$ cat src/sv/rmpf_pkg.sv
// ----------------------------------------------------------------------------
// rmpf_pkg: shared types and constants
// Request codes, field widths and defaults of the running mean block.
// ----------------------------------------------------------------------------
`default_nettype none
package rmpf_pkg;
  localparam int unsigned ImgWidthDef  = 64;
  localparam int unsigned ImgHeightDef = 64;
  localparam int unsigned CoordW       = 6;
  localparam int unsigned FrameCntW    = 16;
  localparam logic [7:0]  TolReset     = 8'd30;
  localparam int unsigned QueueDepth   = 2;

  localparam logic [1:0] ReqLoad   = 2'd0;
  localparam logic [1:0] ReqUpdate = 2'd1;
  localparam logic [1:0] ReqEof    = 2'd2;

  localparam logic RegTolerance = 1'b0;

  // classified item handed from front to back
  typedef struct packed {
    logic [1:0]        req_type;
    logic [CoordW-1:0] col;
    logic [CoordW-1:0] row;
    logic [7:0]        blue;
    logic [7:0]        red;
  } req_t;

  typedef struct packed {
    logic [7:0] mean_value;
    logic       replaced;
    logic       hit_border;
  } rsp_t;
endpackage
`default_nettype wire

$ cat src/sv/rmpf_req_if.sv
// ----------------------------------------------------------------------------
// rmpf_req_if: request channel
// Valid/ready channel carrying one request item.
// ----------------------------------------------------------------------------
`default_nettype none
interface rmpf_req_if;
  logic                      valid;
  logic                      ready;
  logic [1:0]                req_type;
  logic [rmpf_pkg::CoordW-1:0] col;
  logic [rmpf_pkg::CoordW-1:0] row;
  logic [7:0]                blue;
  logic [7:0]                red;
  modport source (output valid, req_type, col, row, blue, red, input ready);
  modport sink   (input valid, req_type, col, row, blue, red, output ready);
endinterface
`default_nettype wire

$ cat src/sv/rmpf_front.sv
// ----------------------------------------------------------------------------
// rmpf_front: request intake and queue
// Accepts request items and queues them for the back end.
// ----------------------------------------------------------------------------
`default_nettype none
module rmpf_front (
  input  wire logic           clk_i,
  input  wire logic           rst_ni,
  rmpf_req_if.sink            req,
  output logic                q_valid_o,
  output rmpf_pkg::req_t      q_data_o,
  input  wire logic           q_pop_i
);
  import rmpf_pkg::*;
  localparam int unsigned PtrW = $clog2(QueueDepth);

  req_t            buf_q [QueueDepth];
  logic [PtrW-1:0] wr_q, rd_q;
  logic [PtrW:0]   cnt_q;
  logic            push;

  assign req.ready = (cnt_q != QueueDepth[PtrW:0]);
  assign push      = req.valid && req.ready;
  assign q_valid_o = (cnt_q != '0);
  assign q_data_o  = buf_q[rd_q];

  // payload slots
  always_ff @(posedge clk_i) begin
    if (push) begin
      buf_q[wr_q] <= '{req.req_type, req.col, req.row, req.blue, req.red};
    end
  end

  // pointers and fill count
  always_ff @(posedge clk_i or negedge rst_ni) begin
    if (!rst_ni) begin
      wr_q  <= '0;
      rd_q  <= '0;
      cnt_q <= '0;
    end else begin
      if (push) wr_q <= wr_q + 1'b1;
      if (q_pop_i) rd_q <= rd_q + 1'b1;
      cnt_q <= cnt_q + (PtrW+1)'(push) - (PtrW+1)'(q_pop_i);
    end
  end
endmodule
`default_nettype wire

$ cat src/flat_wrapper.sv
// flat-port wrapper written by rule: the top's interface ports become plain ports
module rmpf_front_flat import rmpf_pkg::*;
  (clk_i, rst_ni, q_valid_o, q_data_o, q_pop_i, req_valid, req_req_type, req_col, req_row, req_blue, req_red, req_ready);
  rmpf_req_if req_i ();
  input  wire logic clk_i;
  input  wire logic rst_ni;
  output logic q_valid_o;
  output rmpf_pkg::req_t q_data_o;
  input  wire logic q_pop_i;
  input wire logic [$bits(req_i.valid)-1:0] req_valid;
  input wire logic [$bits(req_i.req_type)-1:0] req_req_type;
  input wire logic [$bits(req_i.col)-1:0] req_col;
  input wire logic [$bits(req_i.row)-1:0] req_row;
  input wire logic [$bits(req_i.blue)-1:0] req_blue;
  input wire logic [$bits(req_i.red)-1:0] req_red;
  output wire logic [$bits(req_i.ready)-1:0] req_ready;
  assign req_i.valid = req_valid;
  assign req_i.req_type = req_req_type;
  assign req_i.col = req_col;
  assign req_i.row = req_row;
  assign req_i.blue = req_blue;
  assign req_i.red = req_red;
  assign req_ready = req_i.ready;
  rmpf_front u_core (.clk_i(clk_i), .rst_ni(rst_ni), .req(req_i), .q_valid_o(q_valid_o), .q_data_o(q_data_o), .q_pop_i(q_pop_i));
endmodule
$ cat config.mk
export PLATFORM = sky130hd
export DESIGN_NAME = rmpf_front_flat
export DESIGN_NICKNAME = d
export VERILOG_FILES = /design/src/sv/rmpf_pkg.sv /design/src/sv/rmpf_req_if.sv /design/src/sv/rmpf_front.sv /design/src/flat_wrapper.sv
export SDC_FILE = /design/constraint.sdc
export NUM_CORES = 1
export LEC_CHECK = 0
export BUFFER_PORTS_ARGS = -buffer_cell sky130_fd_sc_hd__buf_2
export CAP_MARGIN = 20
export CORE_MARGIN = 3
export CORE_UTILIZATION = 51
export CTS_CLUSTER_DIAMETER = 120
export DETAILED_ROUTE_END_ITERATION = 10
export GPL_TIMING_DRIVEN = 0
export PLACE_DENSITY = 0.74
export SLEW_MARGIN = 10
export SYNTH_ARGS = -nofsm -noshare
export SYNTH_HDL_FRONTEND = slang
export SYNTH_SLANG_ARGS = --single-unit
$ cat constraint.sdc
create_clock -name clk_i -period 3.1 [get_ports clk_i]
set_input_delay 0.31 -clock clk_i [delete_from_list [all_inputs] [get_ports clk_i]]
set_output_delay 0.31 -clock clk_i [all_outputs]
set_load 0.03 [all_outputs]
=== Word-level counts from Yosys, hierarchy flattened ===
Memories as Yosys holds them, arrays and structs flattened.
Cells that the tools add are included.

* Add/sub/neg operators: 4
* Eq/ne operators: 1
* Multiplexer cells: 2
* Reductions and logical operators: 2

{| class="wikitable"
|+ Operator list
! operator !! count
|-
| $add 1x1->1 const B || 2
|-
| $add 2x1->2 || 1
|-
| $mux 1 || 2
|-
| $ne 2x2->1 const B || 1
|-
| $reduce_bool 2->1 || 1
|-
| $sub 2x1->2 || 1
|-
| $logic_and 1x1->1 || 1
|}

* Register bits: 4
* Memory bits (writable): 60
* Bits of input ports: 34
* Output and inout bits: 32
* Word-level logic and storage cells: 13
* Memories: 1

{| class="wikitable"
|+ Memory list
! memory !! depth !! bits a word !! read ports !! clocked after memory_dff !! wr ports !! RTL line !! RTL
|-
| u_core.buf_q || 2 || 30 || 1 || 0 || 1 || rmpf_front.sv:17 || <nowiki>req_t buf_q [QueueDepth];</nowiki>
|}

=== Longest topological paths before layout ===
* Word-level depth: 4
* Depth in mapped cells: 5
* Depth with buffers taken out: 5

=== Least setup slack after synthesis ===
OpenSTA, ideal clock, no wires.

* Path kind: reg2reg
* From: reg u_core.cnt_q[1]
* To: mem u_core.buf_q[0][0] (netlist bit), enable pin
* Setup time: 0.417 ns
* Arrival: 1.951 ns
* Data required time: 2.683 ns
* Path slack: 0.732 ns
* Stages on the path, launching flop included: 4
* Buffers on the path: 0
* Clock period less this slack: 2.368 ns
* Cell sequence: dfrtp_1 nand2b_4 nand2_1 nor2_1

* Longest elaborated chain between the ends: 4

{| class="wikitable"
|+ RTL lines
! element !! RTL line !! RTL
|-
| start, declared || rmpf_front.sv:19 || <nowiki>logic [PtrW:0] cnt_q;</nowiki>
|-
| start signal, assigned || rmpf_front.sv:43 || <nowiki>cnt_q <= cnt_q + (PtrW+1)'(push) - (PtrW+1)'(q_pop_i);</nowiki>
|-
| $ne 2x2->1 || rmpf_front.sv:22 || <nowiki>assign req.ready = (cnt_q != QueueDepth[PtrW:0]);</nowiki>
|-
| via req_ready || flat_wrapper.sv:16 || <nowiki>output wire logic [$bits(req_i.ready)-1:0] req_ready;</nowiki>
|-
| $logic_and 1x1->1 || rmpf_front.sv:23 || <nowiki>assign push = req.valid && req.ready;</nowiki>
|-
| $mux 1 || rmpf_front.sv:29 || <nowiki>if (push) begin</nowiki>
|-
| $mux 1 (implied by the code) || rmpf_front.sv:30 || <nowiki>buf_q[wr_q] <= '{req.req_type, req.col, req.row, req.blue, req.red};</nowiki>
|-
| end, declared || rmpf_front.sv:17 ||
|}

The timed path passes the listed nets, and every way through them passes these cells.

==> results.sh <==
export IMPL_status="complete, no violations"
export IMPL_grt_max_degree=31
export IMPL_synth_seq_cells=64
export IMPL_maxCapViolCount=0
export IMPL_vias=1238
export IMPL_slew_violations=0
export IMPL_r2r_end="u_core.buf_q[0][12]$_DFFE_PP_"
export IMPL_critPathBufInv=2
export IMPL_startpoint="u_core.rd_q$_DFFE_PN0P_"
export IMPL_avgSynthCellArea_um2=21.5
export IMPL_clk_latency_ps=330
export IMPL_power_density_nw_per_um2=1030
export IMPL_r2r_start="u_core.cnt_q[0]$_DFF_PN0_"
export IMPL_dr_pass1_iters=5
export IMPL_hpwl_mm=2.58
export IMPL_start_util=0.536
export IMPL_min_to="u_core.buf_q[1][23]$_DFFE_PP_"
export IMPL_fp_coreArea_um2=4440
export IMPL_synthAdderAreaFrac=0.00525
export IMPL_worstRegToRegCells=3
export IMPL_ys_seq_area_frac=0.799
export IMPL_rows=24
export IMPL_setup_viol=0
export IMPL_crit_fanout=10
export IMPL_fillCellCount=326
export IMPL_grt_pass1_wl_mm=5.93
export IMPL_syn_nets=146
export IMPL_dieHeight_um=74.3
export IMPL_synth_compound_area_frac=0
export IMPL_tightest_slew_ps=879
export IMPL_tritoncts="yes"
export IMPL_synth_mux_area_fraction=0.146
export IMPL_diodes=0
export IMPL_die_area_um2=5520
export IMPL_drive_above_1_share=0.606
export IMPL_syn_area_um2=2380
export IMPL_grt_ovfl_total=0
export IMPL_crit_family="flip-flops"
export IMPL_hold_viol=0
export IMPL_cts_buffers=9
export IMPL_layoutNonFillerInstCount=245
export IMPL_hold_start="req_col[1]"
export IMPL_relSlewSlack=0.413
export IMPL_finalCritPeriodShare=0.579
export IMPL_crit_path_start_kind="flip-flop"
export IMPL_numClockSinks=64
export IMPL_max_freq_ghz=0.558
export IMPL_drt_initial_drc_count=64
export IMPL_r2r_slack_ps=1360
export IMPL_die_w_um=74.3
export IMPL_yosys_area_share_simple=0.0194
export IMPL_worst_clock_skew_ps=6.17
export IMPL_synth_top_family_by_area="multiplexers"
export IMPL_clockBufferDepth=2
export IMPL_clkSlewWorstSetupHoldPaths_ps=70
export IMPL_cp_end_kind="output port"
export IMPL_cts_root_buf="clkbuf_8"
export IMPL_grt_pass1_vias=1306
export IMPL_ir_drop_v=0.000563
export IMPL_p_leak_nw=1.14
export IMPL_grt_setup_unrepaired="false"
export IMPL_antenna_found_initial=0
export IMPL_area_delta_synth_final_pct=25.0
export IMPL_worstHoldPathCells=1
export IMPL_min_path_type="in2reg"
export IMPL_cts_repair_resize_count=0
export IMPL_synthXorXnorAreaFrac=0.0147
export IMPL_nNetsFinal=223
export IMPL_grt_util_all_layers=0.153
export IMPL_critical_path_arrival_ps=1480
export IMPL_cts_max_level=3
export IMPL_setup_tns_ps=0
export IMPL_syn_inst=111
export IMPL_drc_errors=0
export IMPL_cp_required_ps=2790
export IMPL_routedWlPerCell_um=15.9
export IMPL_gp_congestion=0.676
export IMPL_dp_cells=228
export IMPL_finalCriticalPeriod_ps=1790
export IMPL_ys_types=15
export IMPL_critical_path_class="reg2out"
export IMPL_cp_slowest_cell="dfrtp_1"
export IMPL_ant_nets=0
export IMPL_via_per_inst=5.05
export IMPL_io_buffer_count=65
export IMPL_crit_chain="buf_6 -> mux2_2 -> buf_2"
export IMPL_pin_count=66
export IMPL_max_stage_delay_ps=440
export IMPL_ys_warn_count=0
export IMPL_routed_wl_mm=3.90
area by class of cell:
cell class              instances  area, µm²  area share
multi-input cells              43        450       0.151
repair buffers                 66        335       0.113
well taps                      52       65.1      0.0219
inverters                       1       3.75     0.00126
clock buffers                   9        124      0.0416
clock inverters                 7       62.6      0.0210
plain buffers                   3       33.8      0.0113
flip-flops and latches         64       1900       0.639
cell usage after synthesis:
master,number,area share
xnor2_1,2,0.0074
nor2b_2,1,0.0037
xor2_1,2,0.0074
dfrtp_1,4,0.042
and3_1,1,0.0026
nor2_1,1,0.0016
buf_6,3,0.014
nand2_1,2,0.0032
ha_1,1,0.0053
mux2_2,30,0.14
edfxtp_1,60,0.76
or2_2,1,0.0026
inv_1,1,0.0016
nand2b_4,1,0.0058
mux2i_1,1,0.0042
through the flow:
step | power (mW) | hold WS (ps) | util | instance area, µm² | setup slack (ps)
final | 3.07 | 164 | 0.670 | 2980 | 1310
after global routing | 3.22 | 137 | 0.670 | 2980 | 1190
after CTS | 3.10 | 154 | 0.670 | 2980 | 1290
after detailed placement | 2.43 | 118 | 0.626 | 2780 | 1310
after global placement | 2.39 | 117 | 0.624 | 2770 | 213
after floorplan | 2.13 | 14.4 | - | 2380 | 732
layout by cell type, fill, tap and decap left out, types with 2 or more instances in the layout:
master	n
buf_6	3
xnor2_1	2
mux2_2	30
nand2_1	2
xor2_1	2
clkinv_2	2
edfxtp_1	60
buf_2	65
dfrtp_1	4
clkinv_1	2
clkinvlp_4	2
clkbuf_8	9
what timing repair did:
action,4_1_cts,5_1_grt
setup buffers,0,0
hold buffers,1,0
hold endpoints to repair,4,0
worst max path at each step:
stage | endpoint | slack [ps] | depth (start not counted)
after floorplan | u_core.buf_q[0][0]$_DFFE_PP_ | 730 | 3
after global placement | u_core.buf_q[0][2]$_DFFE_PP_ | 210 | 3
after detailed placement | u_core.buf_q[0][2]$_DFFE_PP_ | 1310 | 3
after CTS | q_data_o[14] | 1290 | 3
after global routing | u_core.buf_q[0][12]$_DFFE_PP_ | 1190 | 3
final | q_data_o[14] | 1310 | 3
cells by family after synthesis:
family,count (synthesis)
DFF,64
buffers and inverters,4
and+or+nand+nor,7
adders and majority gates,1
muxes,31
xor gates and xnor gates,4
flip-flops by register name, indices dropped and copies added (netlist names):
register and flops:
u_core.wr_q 1, u_core.cnt_q 2, u_core.rd_q 1, u_core.buf_q 60
layer usage:
layer | track usage | share of wire | vias up
met1 | 0.164 | 0.39 | 596
met4 | 0.0711 | 0.015 | 0
met3 | 0.0811 | 0.087 | 9
li1 | - | - | 583
met5 | 0 | 0 | -
met2 | 0.251 | 0.51 | 50
power by group:
group	switching [mW]	internal (mW)
sequential	0.0726	1.19
clock	0.304	0.362
combinational	0.721	0.416
No activity file was read; power rests on OpenSTA's default activity.
